`src/rtl/core/rbt_ram.sv`:
```
// Generic simple dual-port RAM: one write port, one read port, registered read.
// No dependencies.
module rbt_ram #(
  parameter int unsigned Width = 8,
  parameter int unsigned Depth = 16
) (
  input  logic                     clk_i,
  input  logic                     we_i,
  input  logic [$clog2(Depth)-1:0] waddr_i,
  input  logic [Width-1:0]         wdata_i,
  input  logic                     re_i,
  input  logic [$clog2(Depth)-1:0] raddr_i,
  output logic [Width-1:0]         rdata_o
);

  logic [Width-1:0] mem [Depth];
  logic [Width-1:0] rdata_q;

  always_ff @(posedge clk_i) begin
    if (we_i) begin
      mem[waddr_i] <= wdata_i;
    end
    if (re_i) begin
      rdata_q <= mem[raddr_i];
    end
  end

  assign rdata_o = rdata_q;

endmodule

```
`config.mk`:
```
export PLATFORM = sky130hd
export DESIGN_NAME = rbt_ram
export DESIGN_NICKNAME = d
export VERILOG_FILES = /design/src/rtl/core/rbt_ram.sv
export SDC_FILE = /design/constraint.sdc
export NUM_CORES = 1
export LEC_CHECK = 0
export BUFFER_PORTS_ARGS = -buffer_cell sky130_fd_sc_hd__buf_4
export CORE_AREA = 2 2 97 99
export CTS_CLUSTER_DIAMETER = 40
export DETAILED_ROUTE_END_ITERATION = 6
export DIE_AREA = 0 0 99 101
export HOLD_SLACK_MARGIN = 0.1
export PLACE_DENSITY_LB_ADDON = 0.12
export SLEW_MARGIN = 20
export SYNTH_ARGS = -nofsm -noshare
export SYNTH_HDL_FRONTEND = slang
export SYNTH_SLANG_ARGS = --single-unit
```
`constraint.sdc`:
```
create_clock -name clk_i -period 2.8 [get_ports clk_i]
set_clock_uncertainty 0.1 [all_clocks]
set_input_delay 0.56 -clock clk_i [delete_from_list [all_inputs] [get_ports clk_i]]
set_output_delay 0.56 -clock clk_i [all_outputs]
set_load 0.03 [all_outputs]
```
Word level (Yosys, flattened, before mapping)
Memories as Yosys holds them, arrays and structs flattened. A register that Yosys moved wholly into a read port is not among the register bits.
Index checks and enable logic that the tools add are counted.
W data, S select, Z words.

word-level totals
  flip-flop bits (word level) = 0
  RAM bits = 128
  input bits = 19
  output and inout bits = 8
  logic and storage cells = 3
  memories kept = 1

operators by class
  multiplexer cells = 2

memories
  memory  words  width  rd ports  clocked after memory_dff  wr ports  line  text
  mem     16     8      1         1                         1         16    logic [Width-1:0] mem [Depth];

operator list
  cell     number
  $mux W1  2

Longest topological paths before layout
  word-level depth = 2
  gate-level depth with buffers = 5
  mapped depth without buffers = 3

Least setup slack after synthesis
No wires, ideal clock.

  kind = input-to-reg
  start = input port waddr_i[2]
  end = memory mem[0][0] (enable)
  setup time = 0.383 ns
  arrival = 1.670 ns
  required time = 2.317 ns
  path slack = 0.647 ns
  stages on the path = 2
  path buffers = 0
  path through = or3b_2 > nor3_1

RTL lines
  element          line  text
  start, declared  9     input logic [$clog2(Depth)-1:0] waddr_i,
  end, declared    16

Straight into the memory's write port.

==> results.txt <==
Crit-path max FO -> 11
CP Class -> input pin to flop
Slew @ Worst Pin -> 677 ps
Max Root-Sink Buffers -> 2
H-tree depth -> 4
Seq/Total Area, Yosys -> 0.781
R2r endpoint -> rdata_o[2]$_DFFE_PP_
Result of the run -> completed
Hold crit path type -> input pin to flop
P_sw -> 932 uW
CTS tree -> yes
GRT Resource Usage Total -> 0.217
Combinational fraction of design power -> 0.054
Router iterations before antenna repair -> 4
Mapped Area -> 0.00523 sq mm
DR DRC count -> 0
Starting Density -> 0.582
Fmax -> 0.522 GHz
Vias in the first global route -> 2541
Max Cap Viol -> 0
Peak supply drop -> 0.461 mV
Yosys top cell area share -> 0.781
Final slew viol count -> 0
CTS clk-pin slew, worst paths -> 60 ps
Ratio of cells with drive above 1 in the final layout -> 0.308
WHS Path Cells -> 1
Congestion Overflow GR -> 0
Core area -> 0.00898 sq mm
Slew headroom -> 0.547
Final Util -> 0.685
R2R cell count -> 3
Slowest-stage cell, CP -> mux4_1
DP Wirelength -> 6240 microns
Final period util -> 0.685
Wire per inst -> 24.6 microns
Final WS setup -> 883 ps
CP Cell Sequence -> buf_4, buf_4, mux4_1, a22oi_1, nand2_1
Initial antenna violation count -> 1
Total Routed Length -> 9980 microns
Final Wtd Congestion -> 0.714
First-pass GRT wire length -> 14800 microns
Clock Sink Count -> 136
Critical Path Most Common Cell -> buf_4
Inserted Clock Buffers -> 17
Most frequent cells in the layout -> edfxtp_1 (136), buf_4 (43), mux4_2 (18), a22oi_1 (16), clkbuf_16 (16)
YS warnings -> 0
Post-synth top area cell -> edfxtp_1
Die Wd -> 99 microns
Tmin final -> 1920 ps
Non-filler cells, final -> 406
Die Footprint -> 0.0100 sq mm
Final ANT Viol Nets -> 0
Worst setup SP type -> input pin
Hold Path End -> rdata_o[2]$_DFFE_PP_
Number of I/O port buffers -> 26
Buffers inserted by post-CTS timing repair -> 0
Design area -> 0.00615 sq mm
Row cnt -> 35
Finish-stage setup viols -> 0
Reg2reg start -> mem[4][2]$_DFFE_PP_
Largest net degree at the start of global routing -> 33
Worst hold start -> re_i
Synthesized area per cell -> 22.8 sq um
Total power -> 4.49 mW
Pleak -> 2.08 nW
Most common cell after layout, fill and taps aside -> edfxtp_1
Hold_ws -> 264 ps
Slowest stage delay, CP -> 610 ps
Synth cell types -> 18
Hold Fails Final Rpt -> 0
R2R setup slack -> 1120 ps
Starting DRC count in detailed routing -> 190
Yosys reg bits -> 136
Pre-CTS setup slack -> 387 ps
Post-placement cell count -> 374
Avg Vias per Cell -> 6.10
Register share of total power -> 0.514
Crit path DAT -> 2070 ps
Die Ht -> 101 microns
PD cells -> 730 mW/mm^2
Top cells by area, synth -> edfxtp_1 (78%), mux4_2 (7.8%), mux4_1 (7.0%)
Synth Net Count -> 248
Final net count -> 301
Root buf cell -> clkbuf_8
Syn Inst Count -> 229
ANT cells -> 0
Clk_lat worst skew -> 510 ps
Post-CTS Hold Fix Bufs -> 0
Placed Area -> 0.00562 sq mm
Sw Ratio -> 0.208
RSZ-0062 raised after global routing -> no
Post-cts sizing count -> 0
Clock share of power -> 0.432
Critical Path RT -> 2950 ps
Setup TNS Final -> 0 ps
Via count -> 2478
Pint -> 3.56 mW
Critical Path End Type -> flop
Area Growth Syn to Fin -> 17.6%
I/O Pins -> 27
power by group through the flow:
stage	registers, mW	clock network, mW	logic, mW
5_1_grt	2.31	2.05	0.259
6_report	2.31	1.94	0.240
4_1_cts	2.31	1.97	0.244
2_1_floorplan	2.37	0	0.116
3_3_place_gp	2.35	0	0.237
3_5_place_dp	2.35	0	0.242
cells by family (layout without fill, tap and decap cells):
logic type	Yosys count	after routing	synth area share
simple gates	35	35	0.0314
compound gates	16	16	0.0230
buf+inv	10	76	0.0165
mux	32	32	0.148
flops	136	136	0.781
synthesized netlist by cell type:
| master | instances |
|---|---|
| nand3b_1 | 2 |
| clkdlybuf4s25_2 | 3 |
| nor2_1 | 13 |
| nor3_1 | 4 |
| mux4_1 | 14 |
| and2b_1 | 1 |
| nand2b_1 | 2 |
| buf_4 | 1 |
| buf_2 | 3 |
| nand3_1 | 1 |
| nand2_1 | 9 |
| a22oi_1 | 16 |
| or3b_2 | 1 |
| buf_6 | 3 |
| and2_1 | 1 |
| mux4_2 | 18 |
| edfxtp_1 | 136 |
| nor2b_1 | 1 |
sequential cells by signal, summed over array words and instances (netlist names):
name	count
mem	128
rdata_o	8
critical path: cells and delay by family:
kind	cells	cell delay [ps]
simple gates	1	80
buf+inv	2	490
mux	1	610
compound gates	1	320
worst max path at each step:
| stage | cells after the start | startpoint | slack [ps] | to |
|---|---|---|---|---|
| after CTS | 5 | raddr_i[0] | 910 | rdata_o[0]$_DFFE_PP_ |
| after detailed placement | 5 | raddr_i[0] | 390 | rdata_o[0]$_DFFE_PP_ |
| after global routing | 5 | raddr_i[0] | 830 | rdata_o[0]$_DFFE_PP_ |
| after floorplan | 2 | waddr_i[2] | 650 | mem[0][0]$_DFFE_PP_ |
| final | 5 | raddr_i[0] | 880 | rdata_o[0]$_DFFE_PP_ |
| after global placement | 5 | raddr_i[0] | 360 | rdata_o[0]$_DFFE_PP_ |
area by class of cell:
| type | instances | area, sq um |
|---|---|---|
| clock buffers | 18 | 418 |
| well taps | 111 | 139 |
| fillers | 551 | 2830 |
| multi-input cells | 83 | 1060 |
| repair buffers | 44 | 343 |
| clock inverters | 14 | 109 |
| flip-flops and latches | 136 | 4080 |
routing by layer:
| metal | GRT usage | vias up | wire length [microns] |
|---|---|---|---|
| met3 | 0.0624 | 18 | 818 |
| met2 | 0.322 | 112 | 4730 |
| met1 | 0.301 | 1255 | 4150 |
| met5 | 0 | - | 12 |
| met4 | 0.105 | 2 | 269 |
| li1 | - | 1091 | - |
(Power assumes the default switching activity.)
