===== src/rtl/core/rbt_pkg.sv =====
// Shared types and constants for the resource barrier tracker.
// Used by the interfaces, the update logic and the top level; depends on nothing.
package rbt_pkg;

  localparam int unsigned NumResources = 64;
  localparam int unsigned ResAddrW     = $clog2(NumResources);
  localparam int unsigned IndexW       = 6;
  localparam int unsigned LayoutW      = 31;
  localparam int unsigned MaskW        = 64;

  // request type codes
  localparam logic [1:0] ReqInit  = 2'd0;
  localparam logic [1:0] ReqUse   = 2'd1;
  localparam logic [1:0] ReqQuery = 2'd2;

  localparam logic [LayoutW-1:0] LayoutUndefined = '0;

  // access bits that count as writes after reset
  localparam logic [MaskW-1:0] AccShaderWrite        = MaskW'(64'h1) << 6;
  localparam logic [MaskW-1:0] AccColorAttWrite      = MaskW'(64'h1) << 8;
  localparam logic [MaskW-1:0] AccDepthStencilWrite  = MaskW'(64'h1) << 10;
  localparam logic [MaskW-1:0] AccTransferWrite      = MaskW'(64'h1) << 12;
  localparam logic [MaskW-1:0] AccHostWrite          = MaskW'(64'h1) << 14;
  localparam logic [MaskW-1:0] AccMemoryWrite        = MaskW'(64'h1) << 16;
  localparam logic [MaskW-1:0] AccShaderStorageWrite = MaskW'(64'h1) << 34;
  localparam logic [MaskW-1:0] WriteMaskReset =
      AccShaderWrite | AccColorAttWrite | AccDepthStencilWrite | AccTransferWrite |
      AccHostWrite | AccMemoryWrite | AccShaderStorageWrite;

  typedef struct packed {
    logic [1:0]         req_type;
    logic [IndexW-1:0]  resource_index;
    logic               is_write;
    logic               is_image;
    logic [LayoutW-1:0] layout;
    logic [MaskW-1:0]   stage;
    logic [MaskW-1:0]   access;
  } req_t;

  typedef struct packed {
    logic               barrier_valid;
    logic [IndexW-1:0]  resource_out;
    logic               image_flag;
    logic [LayoutW-1:0] old_layout;
    logic [LayoutW-1:0] new_layout;
    logic [MaskW-1:0]   src_stage;
    logic [MaskW-1:0]   src_access;
    logic [MaskW-1:0]   dst_stage;
    logic [MaskW-1:0]   dst_access;
  } rsp_t;

  // one hazard track entry
  typedef struct packed {
    logic [LayoutW-1:0] layout;
    logic [MaskW-1:0]   prod_stage;
    logic [MaskW-1:0]   prod_access;
    logic [MaskW-1:0]   flushed;
    logic [MaskW-1:0]   read_stages;
    logic [MaskW-1:0]   read_access;
  } entry_t;

  localparam entry_t EntryReset = '{layout: LayoutUndefined, default: '0};

  localparam int unsigned EntryW = $bits(entry_t);

endpackage


===== src/rtl/core/rbt_step.sv =====
// Barrier decision and track update for one request against its track entry.
// Pure combinational; depends on rbt_pkg.
module rbt_step (
  input  rbt_pkg::req_t                   req_i,
  input  rbt_pkg::entry_t                 entry_i,
  input  logic [rbt_pkg::MaskW-1:0]       wmask_i,
  output rbt_pkg::rsp_t                   rsp_o,
  output logic                            has_rsp_o,
  output logic                            wr_en_o,
  output rbt_pkg::entry_t                 entry_o
);

  logic                          idx_ok;
  logic                          layout_change;
  logic                          need_vis;
  logic [rbt_pkg::MaskW-1:0]     all_stage;
  logic [rbt_pkg::MaskW-1:0]     all_access;
  rbt_pkg::entry_t               fresh;

  assign idx_ok        = 32'(req_i.resource_index) < rbt_pkg::NumResources;
  assign layout_change = req_i.is_image && (entry_i.layout != req_i.layout);
  assign need_vis      = ((entry_i.prod_access & wmask_i) != '0) &&
                         ((req_i.stage & ~entry_i.flushed) != '0);
  assign all_stage     = entry_i.prod_stage | entry_i.read_stages;
  assign all_access    = entry_i.prod_access | entry_i.read_access;

  always_comb begin
    fresh             = '0;
    fresh.layout      = req_i.layout;
    fresh.prod_stage  = req_i.stage;
    fresh.prod_access = req_i.access;
  end

  always_comb begin
    rsp_o              = '0;
    rsp_o.resource_out = req_i.resource_index;
    rsp_o.image_flag   = req_i.is_image;
    has_rsp_o          = 1'b0;
    wr_en_o            = 1'b0;
    entry_o            = entry_i;
    unique case (req_i.req_type)
      rbt_pkg::ReqInit: begin
        wr_en_o = idx_ok;
        entry_o = fresh;
      end
      rbt_pkg::ReqQuery: begin
        has_rsp_o = 1'b1;
        if (idx_ok) begin
          rsp_o.barrier_valid = 1'b1;
          rsp_o.old_layout    = entry_i.layout;
          rsp_o.new_layout    = entry_i.layout;
          rsp_o.src_stage     = all_stage;
          rsp_o.src_access    = all_access;
        end
      end
      rbt_pkg::ReqUse: begin
        has_rsp_o = 1'b1;
        wr_en_o   = idx_ok;
        if (req_i.is_write) begin
          // write: wait on producer and all readers, then become the producer
          if (idx_ok && (layout_change || all_stage != '0)) begin
            rsp_o.barrier_valid = 1'b1;
            rsp_o.old_layout    = entry_i.layout;
            rsp_o.new_layout    = req_i.layout;
            rsp_o.src_stage     = all_stage;
            rsp_o.src_access    = all_access;
            rsp_o.dst_stage     = req_i.stage;
            rsp_o.dst_access    = req_i.access;
          end
          entry_o = fresh;
        end else begin
          // read: wait on producer only if its writes are not yet visible here
          if (idx_ok && (layout_change || need_vis)) begin
            rsp_o.barrier_valid = 1'b1;
            rsp_o.old_layout    = entry_i.layout;
            rsp_o.new_layout    = req_i.layout;
            rsp_o.src_stage     = entry_i.prod_stage;
            rsp_o.src_access    = entry_i.prod_access;
            rsp_o.dst_stage     = req_i.stage;
            rsp_o.dst_access    = req_i.access;
            entry_o.layout      = req_i.layout;
            entry_o.flushed     = entry_i.flushed | req_i.stage;
          end
          entry_o.read_stages = entry_i.read_stages | req_i.stage;
          entry_o.read_access = entry_i.read_access | req_i.access;
        end
      end
      default: begin
        has_rsp_o = 1'b0;
      end
    endcase
  end

endmodule


===== config.mk =====
export PLATFORM = sky130hd
export DESIGN_NAME = rbt_step
export DESIGN_NICKNAME = d
export VERILOG_FILES = /design/src/rtl/core/rbt_pkg.sv /design/src/rtl/core/rbt_step.sv
export SDC_FILE = /design/constraint.sdc
export NUM_CORES = 1
export LEC_CHECK = 0
export BUFFER_PORTS_ARGS = -buffer_cell sky130_fd_sc_hd__buf_2
export CORE_AREA = 2 2 492 494
export DETAILED_ROUTE_END_ITERATION = 6
export DIE_AREA = 0 0 494 496
export PLACE_DENSITY = 0.3
export SYNTH_ARGS = -nofsm -noshare
export SYNTH_HDL_FRONTEND = slang
export SYNTH_SLANG_ARGS = --single-unit

===== constraint.sdc =====
create_clock -name vclk -period 3.6
set_input_delay 0.36 -clock vclk [all_inputs]
set_output_delay 0.36 -clock vclk [all_outputs]
set_load 0.02 [all_outputs]

Word-level counts from Yosys, hierarchy flattened:

Index checks and enable logic that the tools add are counted.

* muxes and demuxes: 17
* equal/unequal tests: 3
* reduce and logical (&&, ||, !) cells: 10
* bitwise logic cells: 8

Operators by type and width (number)
* 318-bit two-way mux: 3
* 351-bit one-hot mux with 2 select lines: 1
* 190-bit one-hot mux with 2 select lines: 1
* 64-bit bitwise OR: 5
* 128-bit two-way mux: 2
* 192-bit two-way mux: 1
* 64-bit nonzero test: 3
* 64-bit bitwise AND: 2
* 64-bit two-way mux: 1
* 64-bit NOT: 1
* 31-bit two-way mux: 2
* 31-bit inequality test: 1
* 1-bit two-way mux: 5
* 2-bit OR reduction: 2
* 2-bit by 1-bit equality test with 1-bit output (second input constant): 1
* 2-bit equality test (second input constant): 1
* 1-bit logical AND: 2
* 2-bit logical NOT: 1
* 1-bit logical OR: 2
* 1-bit one-hot mux with 2 select lines: 1

* bits in registers: 0
* output and inout port bits: 679

Depth between registers and ports, before layout:

Gate-level depths: netlist of the first run.

* depth after elaboration: 8
* mapped depth: 9

Worst setup path before layout of the first run:

OpenSTA, ideal clock, no wires.

* path kind: in2out
* from: input port entry_i[207] (netlist name)
* to: output port entry_o[320] (netlist name)
* path buffers: 1
* data arrival time: 2.485 ns
* required time: 3.240 ns
* slack: 0.755 ns
* cell stages on the path: 8
* cell sequence: a22o_1 -> a221oi_1 -> nand4_1 -> or4_1 -> a211oi_4 -> buf_4 -> mux2i_1 -> o21ai_1

RTL lines
* start: declaration: RTL line rbt_step.sv:5 `input rbt_pkg::entry_t entry_i,`
* end: declaration: RTL line rbt_step.sv:10 `output rbt_pkg::entry_t entry_o`

==> out/qor.tcl, run 1 <==
set qor(worst-endpoint-arrival_ns) 3.68
set qor(cp_max_fo) 6
set qor(fmax_mhz) 247
set qor(register_area_um2) 0
set qor(initial_utilization_pct) 3.80
set qor(setup_slack_ns) -0.441
set qor(layout_worst_path_cycle_share_pct) 112
set qor(std_cell_rows) 180
set qor(power.share.combinational_pct) 100.0
set qor(yosys.area.top_type) {sky130_fd_sc_hd__a22o_1}
set qor(post-route-min-period_ns) 4.04
set qor(synth_most_common_cell) {sky130_fd_sc_hd__nor2_1}
set qor(worst-slew-pin-transition_ns) 0.864
set qor(die_w_um) 494
set qor(first_pass_grt_wire_length_um) 290000
set qor(final-hold-violation-count) 0
set qor(timing.slew.headroom_pct) 42.2
set qor(power.density_cell_area_nw_per_um2) 217
set qor(synth.top_cell.area_share_pct) 24.7
set qor(nets) 3521
set qor(grt_pass1_vias) 20784
set qor(die-height_um) 496
set qor(drive_above_1_share_pct) 60.8
set qor(stdcell_area_um2) 24800
set qor(setup_violation_total_in_the_final_timing_report) 413
set qor(post_detailed_route_wirelength_per_cell_um) 40.1
set qor(syn-cell-area_um2) 9110
set qor(final_setup_tns_ns) -112.72
set qor(worstSetupEndpointType) {output port}
set qor(worst_ep_required_time_ns) 3.24
set qor(io_pins) 1263
set qor(clock_power_share_pct) 0
set qor(core_area_um2) 240000
set qor(synth_top_cells_by_area) {sky130_fd_sc_hd__a22o_1 (25%), sky130_fd_sc_hd__nor2_1 (11%), sky130_fd_sc_hd__and2_1 (8.9%)}
set qor(number_of_drc_violations_after_detailed_routing) 0
set qor(detailed_place.area_um2) 22300
set qor(gp_routability_congestion) 0.930
set qor(seq_area_frac_synth_pct) 0
set qor(multi_input_area_um2) 8960
set qor(grt_use_total_pct) 18.9
set qor(fillers) 28291
set qor(grt_start_max_net_pins) 56
set qor(detailedRoute.firstPassIterationCount) 5
set qor(failed_checks) {negative setup slack}
set qor(dpl.hpwl_um) 218000
set qor(post_synth_most_frequent_cells) {sky130_fd_sc_hd__nor2_1 (272), sky130_fd_sc_hd__a22o_1 (257), sky130_fd_sc_hd__clkbuf_1 (143), sky130_fd_sc_hd__a21oi_1 (131), sky130_fd_sc_hd__and2_1 (129)}
set qor(min_path_cells) 0
set qor(cellLeakagePower_nw) 11.6
set qor(routed-via-count) 21216
set qor(die_area_um2) 245000
set qor(globalRoute.totalOverflow) 0
set qor(grt_antenna_before_repair) 144
set qor(sequential_cells) 0
set qor(synth_area_per_cell_um2) 6.28
set qor(ys_types) 39
set qor(switchingPower_mw) 3.56
set qor(final_max_slew_viol_count) 0
set qor(rsz_0062_raised_after_global_routing) {true}
set qor(worstSetupStartpointType) {input pin}
set qor(gate_count_of_the_mapped_netlist) 1449
set qor(power_report.internal_total_mw) 1.81
set qor(post_drt_via_cell_ratio) 3.44
set qor(synthesis_to_layout_area_growth_pct) 172
set qor(drt_iter0_drc) 1852
set qor(switching_part_of_the_total_power_pct) 66.3
set qor(max_cap_viol_count) 0
set qor(final_core_area_utilization_pct) 10.3
set qor(final.clkbuf_count) 0
set qor(ir_drop_mv) 0.0670
set qor(synth_fp_nets) 2036
set qor(route.final.wire_length_um) 248000
set qor(crit_type) {input pin to output port}
set qor(worst_hold_path_type) {input pin to output port}
set qor(yosysWarnings) 0
set qor(place.port_buffers) 1251
set qor(status) {complete, but fails checks}
set qor(seq_power_share_pct) 0
set qor(final_antenna_violating_net_count) 0
## cell type report
class | count | area share [%]
Timing Repair Buffer | 1651 | 46.8
Multi-Input combinational cell | 1259 | 36.2
Inverter | 22 | 0.333
Antenna cell | 57 | 0.576
Tap cell | 3185 | 16.1
## what timing repair did
action	CTS	global route
endpoints found under the setup margin	414	414
gates cloned	14	7
gates resized for setup	346	132
pin swaps	27	33
hold buffers	0	0
setup buffers	28	7
## kinds of logic (layout without fill, tap and decap cells)
group / after synthesis / count (layout) / share of synthesized area [%]
AO/OA/AOI/OAI: 634 / 634 / 54.0
multiplexers: 31 / 31 / 3.41
other: 0 / 57 / 0
buffers and inverters: 190 / 1673 / 8.35
AND/OR/NAND/NOR: 560 / 560 / 30.8
adder cells (fa/ha/maj): 3 / 3 / 0.412
XOR/XNOR: 31 / 31 / 2.98
## power groups by stage
stage | registers (mW) | logic (mW) | clock network, mW
after global routing | 0 | 5.60 | 0.000000555
after detailed placement | 0 | 5.04 | 0
after floorplan | 0 | 1.79 | 0
final | 0 | 5.37 | 0.000000675
after CTS | 0 | 5.39 | 0
after global placement | 0 | 5.06 | 0
## placed cells by master, fill, tap and decap left out, types with 38 or more instances in the layout
master and count:
sky130_fd_sc_hd__and3_1 41, sky130_fd_sc_hd__diode_2 57, sky130_fd_sc_hd__a22o_1 251, sky130_fd_sc_hd__nand2b_1 48
sky130_fd_sc_hd__buf_4 350, sky130_fd_sc_hd__buf_12 77, sky130_fd_sc_hd__a21oi_1 129, sky130_fd_sc_hd__a221oi_1 77
sky130_fd_sc_hd__and2_1 57, sky130_fd_sc_hd__a221o_1 38, sky130_fd_sc_hd__buf_2 1070, sky130_fd_sc_hd__and2_4 72
sky130_fd_sc_hd__buf_6 127, sky130_fd_sc_hd__nor2_1 270
## critical path: stages
cell and delay [ns]:
sky130_fd_sc_hd__buf_8 0.10, sky130_fd_sc_hd__a22o_4 0.27, sky130_fd_sc_hd__a221oi_4 0.39, sky130_fd_sc_hd__buf_4 0.19
sky130_fd_sc_hd__nand4_1 0.27, sky130_fd_sc_hd__or4_4 0.68, sky130_fd_sc_hd__a211oi_4 0.25, sky130_fd_sc_hd__buf_4 0.15
sky130_fd_sc_hd__a211oi_4 0.05, sky130_fd_sc_hd__buf_12 0.18, sky130_fd_sc_hd__buf_16 0.17, sky130_fd_sc_hd__buf_12 0.15
sky130_fd_sc_hd__buf_16 0.12, sky130_fd_sc_hd__and2_4 0.15, sky130_fd_sc_hd__buf_6 0.12
## worst paths after layout
check	startpoint	to
worst max-delay path	wmask_i[14]	rsp_o[109]
worst min-delay path	req_i[163]	rsp_o[321]
## layer usage
layer / global-route usage, % / part of all wire, % / vias to the layer above / wire length (µm)
met1: 23.0 / 41 / 10704 / 101000
met2: 32.8 / 48 / 1524 / 118000
met3: 5.24 / 8.5 / 300 / 21000
li1: - / - / 8658 / -
met4: 4.46 / 3.3 / 30 / 8070
met5: 0 / 0.080 / - / 198
## metrics by stage
stage	hold slack [ns]	power [mW]	setup slack, ns	instances
2_1_floorplan	0.833	1.79	0.755	1449
3_3_place_gp	0.720	5.06	-1.91	6069
3_5_place_dp	0.720	5.04	-1.88	6069
4_1_cts	0.720	5.39	-0.649	6108
5_1_grt	0.720	5.60	-0.544	6133
6_report	0.720	5.37	-0.441	6174
No activity file was read; power rests on OpenSTA's default activity.
==> run 2: changes to the inputs <==
clock period = 4.2 ns   (was 3.6 ns; I/O delays follow)
==> run 2 against run 1 <==
Effect of this change:
- the flow still finishes with violations (negative setup slack)
- first-iteration DRC count up 0.65%
- routed wire length down 3.1%
- count of clock-buffer cells in the layout unchanged
- core utilization down 1.3 points
- sequential share of layout area unchanged
- non-clock buffer count down 181
- via count down 3.4%
- cell count down 3.2%
- die area unchanged
- largest cell class unchanged
==> out/qor.tcl, run 2 (same netlist as run 1, synthesis figures left out) <==
set qor(seq_power_share_pct) 0 ;# about the same
set qor(worst_hold_slack_ns) 0.840 ;# was 0.720 ns
set qor(total_power_mw) 4.16 ;# was 5.37 mW
set qor(number_of_drc_violations_after_detailed_routing) 0 ;# unchanged
set qor(worst_min_path_start) {req_i[163]} ;# unchanged
set qor(setup_violation_total_in_the_final_timing_report) 19 ;# was 413
set qor(nets) 3340 ;# was 3,521
set qor(routed-via-count) 20493 ;# was 21,216
set qor(dpl_worst_slack_ns) -1.04 ;# was -1.88 ns
set qor(post_cts_hold_buffer_count) 0 ;# unchanged
set qor(final_antenna_violating_net_count) 0 ;# unchanged
set qor(first_pass_grt_wire_length_um) 282000 ;# was 290,000 µm
set qor(switching_part_of_the_total_power_pct) 70.9 ;# was 66.3%
set qor(gp_routability_congestion) 0.934 ;# was 0.930
set qor(max_cap_viol_count) 0 ;# unchanged
set qor(post-route-min-period_ns) 4.24
set qor(power.density_cell_area_nw_per_um2) 193 ;# was 217 nW/µm²
set qor(cp_max_fo) 7 ;# was 6
set qor(detailed_place.area_um2) 20900 ;# was 22,300 µm²
set qor(final_max_slew_viol_count) 0 ;# unchanged
set qor(power.share.combinational_pct) 100.0 ;# about the same
set qor(crit_type) {input pin to output port} ;# unchanged
set qor(post_detailed_route_wirelength_per_cell_um) 40.1 ;# about the same
set qor(worst-endpoint-arrival_ns) 3.82 ;# was 3.68 ns
set qor(core_area_um2) 240000 ;# unchanged
set qor(grt_use_total_pct) 18.5 ;# was 18.9%
set qor(place.port_buffers) 1251 ;# unchanged
set qor(grt_start_max_net_pins) 72 ;# was 56
set qor(sequential_cells) 0 ;# unchanged
set qor(die_w_um) 494 ;# unchanged
set qor(grt_antenna_before_repair) 152 ;# was 144
set qor(final_core_area_utilization_pct) 9.00 ;# was 10.3%
set qor(worst-slew-pin-transition_ns) 0.911 ;# was 0.864 ns
set qor(post_drt_via_cell_ratio) 3.43 ;# was 3.44
set qor(worst_hold_path_type) {input pin to output port} ;# unchanged
set qor(status) {complete, but fails checks} ;# unchanged
set qor(worstSetupEndpointType) {output port} ;# unchanged
set qor(dpl.hpwl_um) 216000 ;# was 218,000 µm
set qor(stdcell_area_um2) 21600 ;# was 24,800 µm²
set qor(rsz_0062_raised_after_global_routing) {false} ;# was true
set qor(switchingPower_mw) 2.94 ;# was 3.56 mW
set qor(final_setup_tns_ns) -0.430 ;# was -112.72 ns
set qor(worstSetupStartpointType) {input pin} ;# unchanged
set qor(final-hold-violation-count) 0 ;# unchanged
set qor(mostFrequentLayoutCells) {sky130_fd_sc_hd__buf_2 (1,209), sky130_fd_sc_hd__nor2_1 (269), sky130_fd_sc_hd__a22o_1 (256), sky130_fd_sc_hd__buf_4 (184), sky130_fd_sc_hd__a21oi_1 (130)} ;# was sky130_fd_sc_hd__buf_2 (1,070), sky130_fd_sc_hd__buf_4 (350), sky130_fd_sc_hd__nor2_1 (270), sky130_fd_sc_hd__a22o_1 (251), sky130_fd_sc_hd__a21oi_1 (129)
set qor(power_report.internal_total_mw) 1.21 ;# was 1.81 mW
set qor(hold_end) {rsp_o[321]} ;# unchanged
set qor(die-height_um) 496 ;# unchanged
set qor(die_area_um2) 245000 ;# unchanged
set qor(synthesis_to_layout_area_growth_pct) 137 ;# was 172%
set qor(globalRoute.totalOverflow) 0 ;# unchanged
set qor(instances_no_fill) 5976 ;# was 6,174
set qor(io_pins) 1263 ;# unchanged
set qor(leading_cell_type_in_the_layout_fill_and_taps_excluded) {sky130_fd_sc_hd__buf_2} ;# unchanged
set qor(initial_utilization_pct) 3.80 ;# unchanged
set qor(setup_slack_ns) -0.0397 ;# was -0.441 ns
set qor(worst_ep_required_time_ns) 3.78 ;# was 3.24 ns
set qor(drt_iter0_drc) 1864 ;# was 1,852
set qor(fmax_mhz) 236
set qor(route.final.wire_length_um) 240000 ;# was 248,000 µm
set qor(min_path_cells) 0 ;# unchanged
set qor(register_area_um2) 0 ;# unchanged
set qor(cellLeakagePower_nw) 10.2 ;# was 11.6 nW
set qor(layout_worst_path_cycle_share_pct) 101
set qor(std_cell_rows) 180 ;# unchanged
set qor(grt_pass1_vias) 20027 ;# was 20,784
set qor(detailedRoute.firstPassIterationCount) 5 ;# unchanged
set qor(clock_power_share_pct) 0 ;# about the same
set qor(placedCellCount) 5925 ;# was 6,069
set qor(ir_drop_mv) 0.0613 ;# was 0.0670 mV
set qor(drive_above_1_share_pct) 55.1 ;# was 60.8%
set qor(final.clkbuf_count) 0 ;# unchanged
set qor(timing.slew.headroom_pct) 39.1 ;# was 42.2%
set qor(failed_checks) {negative setup slack} ;# unchanged
==> run 2: power groups by stage <==
stage	registers, mW	logic, mW	clock network (mW)
finish	0	4.16	0.000000999
CTS	0	4.24	0
global route	0	4.34	0.000000417
detailed placement	0	4.16	0
global placement	0	4.17	0
floorplan	0	1.53	0
==> run 2: how the worst max path moves through the flow <==
stage                            start  slack (ns)      endpoint  cells after the start
after floorplan           entry_i[207]        1.23  entry_o[320]                      8
after global placement    entry_i[206]       -1.06    rsp_o[188]                     12
after detailed placement  entry_i[206]       -1.04    rsp_o[188]                     12
after CTS                  wmask_i[14]       -0.13    rsp_o[252]                     13
after global routing      entry_i[185]       0.006    rsp_o[230]                     13
final                     entry_i[185]       -0.04    rsp_o[230]                     13
==> run 2: final cells by class <==
| cell class | instances | area, µm² |
|---|---|---|
| Tap cell | 3185 | 3990 |
| Multi-Input combinational cell | 1259 | 8700 |
| Fill cell | 28485 | 218000 |
| Inverter | 22 | 82.6 |
| Antenna cell | 40 | 100 |
| Timing Repair Buffer | 1470 | 8710 |
==> run 2: routing by layer <==
layer	wire, µm	track usage [%]	vias up
met5	164	0	-
met4	9270	5.46	26
met3	21700	5.44	274
met2	113000	31.6	1588
met1	96100	22.2	10350
li1	-	-	8255
==> run 2: timing repair <==
| action | CTS | global route |
|---|---|---|
| gates cloned | 1 | 0 |
| resized for setup | 104 | 7 |
| setup endpoints to repair | 414 | 142 |
| buffers inserted | 12 | 0 |
| pin swaps | 27 | 4 |
==> run 2: critical path, stage by stage <==
cell and delay, ns:
sky130_fd_sc_hd__buf_2 0.24, sky130_fd_sc_hd__nand2b_1 0.38, sky130_fd_sc_hd__o2111ai_2 0.35, sky130_fd_sc_hd__nor4_1 0.32, sky130_fd_sc_hd__nand4_1 0.44, sky130_fd_sc_hd__buf_4 0.34
sky130_fd_sc_hd__a211oi_4 0.30, sky130_fd_sc_hd__buf_4 0.18, sky130_fd_sc_hd__o21ai_4 0.11, sky130_fd_sc_hd__buf_12 0.21, sky130_fd_sc_hd__buf_12 0.14, sky130_fd_sc_hd__a22o_1 0.20
sky130_fd_sc_hd__buf_6 0.14
==> run 3: changes to the inputs <==
SKIP_LAST_GASP = 1   (was default)
==> run 3 against run 2 <==
Effect of this change:
- the run still ends with negative setup slack left
- critical path depth stayed put
- core utilization hardly changed
- fmax is 0.22% higher
- worst hold slack stayed put
- sequential share of layout area stayed put
- via count hardly changed
- non-clock buffer count stayed put
- cell area hardly changed
- worst setup slack better by 0.0095 ns
- routed wire length hardly changed
- flip-flop and latch count stayed put
- first-iteration DRC count is 0.97% lower
- critical path type unchanged
- critical endpoint unchanged
==> out/qor.tcl, run 3 (same netlist as run 1, synthesis figures left out) <==
set qor(grt_use_total_pct) 18.5 ;# about the same
set qor(grt_antenna_before_repair) 152 ;# unchanged
set qor(final_antenna_violating_net_count) 0 ;# unchanged
set qor(timing.critical_path.slowest_stage_cell) {sky130_fd_sc_hd__or4_4} ;# was sky130_fd_sc_hd__nand4_1
set qor(power.density_cell_area_nw_per_um2) 193 ;# about the same
set qor(dpl.hpwl_um) 216000 ;# unchanged
set qor(die_w_um) 494 ;# unchanged
set qor(number_of_drc_violations_after_detailed_routing) 0 ;# unchanged
set qor(total_power_mw) 4.15 ;# was 4.16 mW
set qor(status) {complete, but fails checks} ;# unchanged
set qor(final_core_area_utilization_pct) 9.00 ;# about the same
set qor(cellLeakagePower_nw) 10.2 ;# about the same
set qor(post_drt_via_cell_ratio) 3.42 ;# was 3.43
set qor(fmax_mhz) 236 ;# about the same
set qor(stdcell_area_um2) 21600 ;# about the same
set qor(worstSetupEndpointType) {output port} ;# unchanged
set qor(instances_no_fill) 5981 ;# was 5,976
set qor(worst-endpoint-arrival_ns) 3.81 ;# was 3.82 ns
set qor(drt_iter0_drc) 1846 ;# was 1,864
set qor(final_setup_tns_ns) -0.250 ;# was -0.430 ns
set qor(layout_worst_path_cycle_share_pct) 101 ;# about the same
set qor(grt_pass1_vias) 20027 ;# unchanged
set qor(setup_violation_total_in_the_final_timing_report) 19 ;# unchanged
set qor(final_max_slew_viol_count) 0 ;# unchanged
set qor(post-route-min-period_ns) 4.23 ;# was 4.24 ns
set qor(rsz_0062_raised_after_global_routing) {true} ;# was false
set qor(crit_path_max_incr_delay_ns) 0.62 ;# was 0.44 ns
set qor(leading_cell_type_in_the_layout_fill_and_taps_excluded) {sky130_fd_sc_hd__buf_2} ;# unchanged
set qor(timing.slew.headroom_pct) 38.5 ;# was 39.1%
set qor(core_area_um2) 240000 ;# unchanged
set qor(switching_part_of_the_total_power_pct) 70.9 ;# about the same
set qor(worst_hold_path_type) {input pin to output port} ;# unchanged
set qor(placedCellCount) 5925 ;# unchanged
set qor(mostFrequentLayoutCells) {sky130_fd_sc_hd__buf_2 (1,215), sky130_fd_sc_hd__nor2_1 (269), sky130_fd_sc_hd__a22o_1 (256), sky130_fd_sc_hd__buf_4 (179), sky130_fd_sc_hd__a21oi_1 (130)} ;# was sky130_fd_sc_hd__buf_2 (1,209), sky130_fd_sc_hd__nor2_1 (269), sky130_fd_sc_hd__a22o_1 (256), sky130_fd_sc_hd__buf_4 (184), sky130_fd_sc_hd__a21oi_1 (130)
set qor(worst-slew-pin-transition_ns) 0.920 ;# was 0.911 ns
set qor(seq_power_share_pct) 0 ;# about the same
set qor(die-height_um) 496 ;# unchanged
set qor(setup_slack_ns) -0.0302 ;# was -0.0397 ns
set qor(crit_type) {input pin to output port} ;# unchanged
set qor(initial_utilization_pct) 3.80 ;# unchanged
set qor(die_area_um2) 245000 ;# unchanged
set qor(switchingPower_mw) 2.95 ;# was 2.94 mW
set qor(ir_drop_mv) 0.0612 ;# was 0.0613 mV
set qor(max_cap_viol_count) 0 ;# unchanged
set qor(dpl_worst_slack_ns) -1.04 ;# unchanged
set qor(power_report.internal_total_mw) 1.21 ;# about the same
set qor(synthesis_to_layout_area_growth_pct) 137 ;# about the same
set qor(post_cts_hold_buffer_count) 0 ;# unchanged
set qor(register_area_um2) 0 ;# unchanged
set qor(detailedRoute.firstPassIterationCount) 5 ;# unchanged
set qor(final-hold-violation-count) 0 ;# unchanged
set qor(worstSetupStartpointType) {input pin} ;# unchanged
set qor(route.final.wire_length_um) 240000 ;# about the same
set qor(power.share.combinational_pct) 100.0 ;# about the same
set qor(io_pins) 1263 ;# unchanged
set qor(nets) 3340 ;# unchanged
set qor(clock_power_share_pct) 0 ;# about the same
set qor(std_cell_rows) 180 ;# unchanged
set qor(gp_routability_congestion) 0.934 ;# unchanged
set qor(cp_max_fo) 7 ;# unchanged
set qor(grt_start_max_net_pins) 72 ;# unchanged
set qor(post_detailed_route_wirelength_per_cell_um) 40.1 ;# about the same
set qor(timing.critical_path.cells) {buf_2, a22o_1, a221oi_1, nand4_1, buf_4, or4_4, a211oi_4, buf_4, o21ai_4, buf_12, buf_12, a22o_1, buf_6} ;# was buf_2, nand2b_1, o2111ai_2, nor4_1, nand4_1, buf_4, a211oi_4, buf_4, o21ai_4, buf_12, buf_12, a22o_1, buf_6
set qor(failed_checks) {negative setup slack} ;# unchanged
set qor(drive_above_1_share_pct) 55.1 ;# about the same
set qor(worst_ep_required_time_ns) 3.78 ;# about the same
set qor(sequential_cells) 0 ;# unchanged
set qor(first_pass_grt_wire_length_um) 282000 ;# about the same
set qor(detailed_place.area_um2) 20900 ;# unchanged
set qor(final.clkbuf_count) 0 ;# unchanged
set qor(place.port_buffers) 1251 ;# unchanged
set qor(globalRoute.totalOverflow) 0 ;# unchanged
set qor(routed-via-count) 20482 ;# was 20,493
set qor(worst_hold_slack_ns) 0.840 ;# unchanged
run 3: worst paths after layout:
check,startpoint,to,slack (ns),depth (start not counted)
setup / recovery,entry_i[207],rsp_o[230],-0.03,13
hold / removal,req_i[163],rsp_o[321],0.84,0
run 3: power by group through the flow:
stage               Combinational (mW)   Clock [mW]  Sequential (mW)
finish                            4.15   0.00000108                0
global route                      4.33  0.000000417                0
CTS                               4.24            0                0
detailed placement                4.16            0                0
global placement                  4.17            0                0
floorplan                         1.53            0                0
run 3: cell type report:
cell class                      instances  area [µm²]
Multi-Input combinational cell       1259        8690
Inverter                               22        82.6
Timing Repair Buffer                 1470        8690
Antenna cell                           45         113
Fill cell                           28484      218000
Tap cell                             3185        3990
run 3: timing repair:
| item | 4_1_cts | 5_1_grt |
|---|---|---|
| pin swaps | 15 | 4 |
| gates resized for setup | 96 | 7 |
| setup endpoints to repair | 414 | 145 |
| cloned | 1 | 0 |
| buffers inserted | 12 | 0 |
run 3: critical path, delay by kind of cell:
family,cells,cell delay (ns)
buffers and inverters,6,1.03
and+or+nand+nor,2,0.87
AOI/OAI and AO/OA,5,1.45
run 3: routing by layer:
metal  wire length (µm)  vias up  part of all wire (%)  global-route usage (%)
li1                   -     8263                     -                       -
met1              96400    10310                    40                    22.2
met2             112000     1593                    47                    31.6
met3              21400      286                   8.9                    5.45
met4               9510       30                   4.0                    5.48
met5                195        -                 0.081                       0
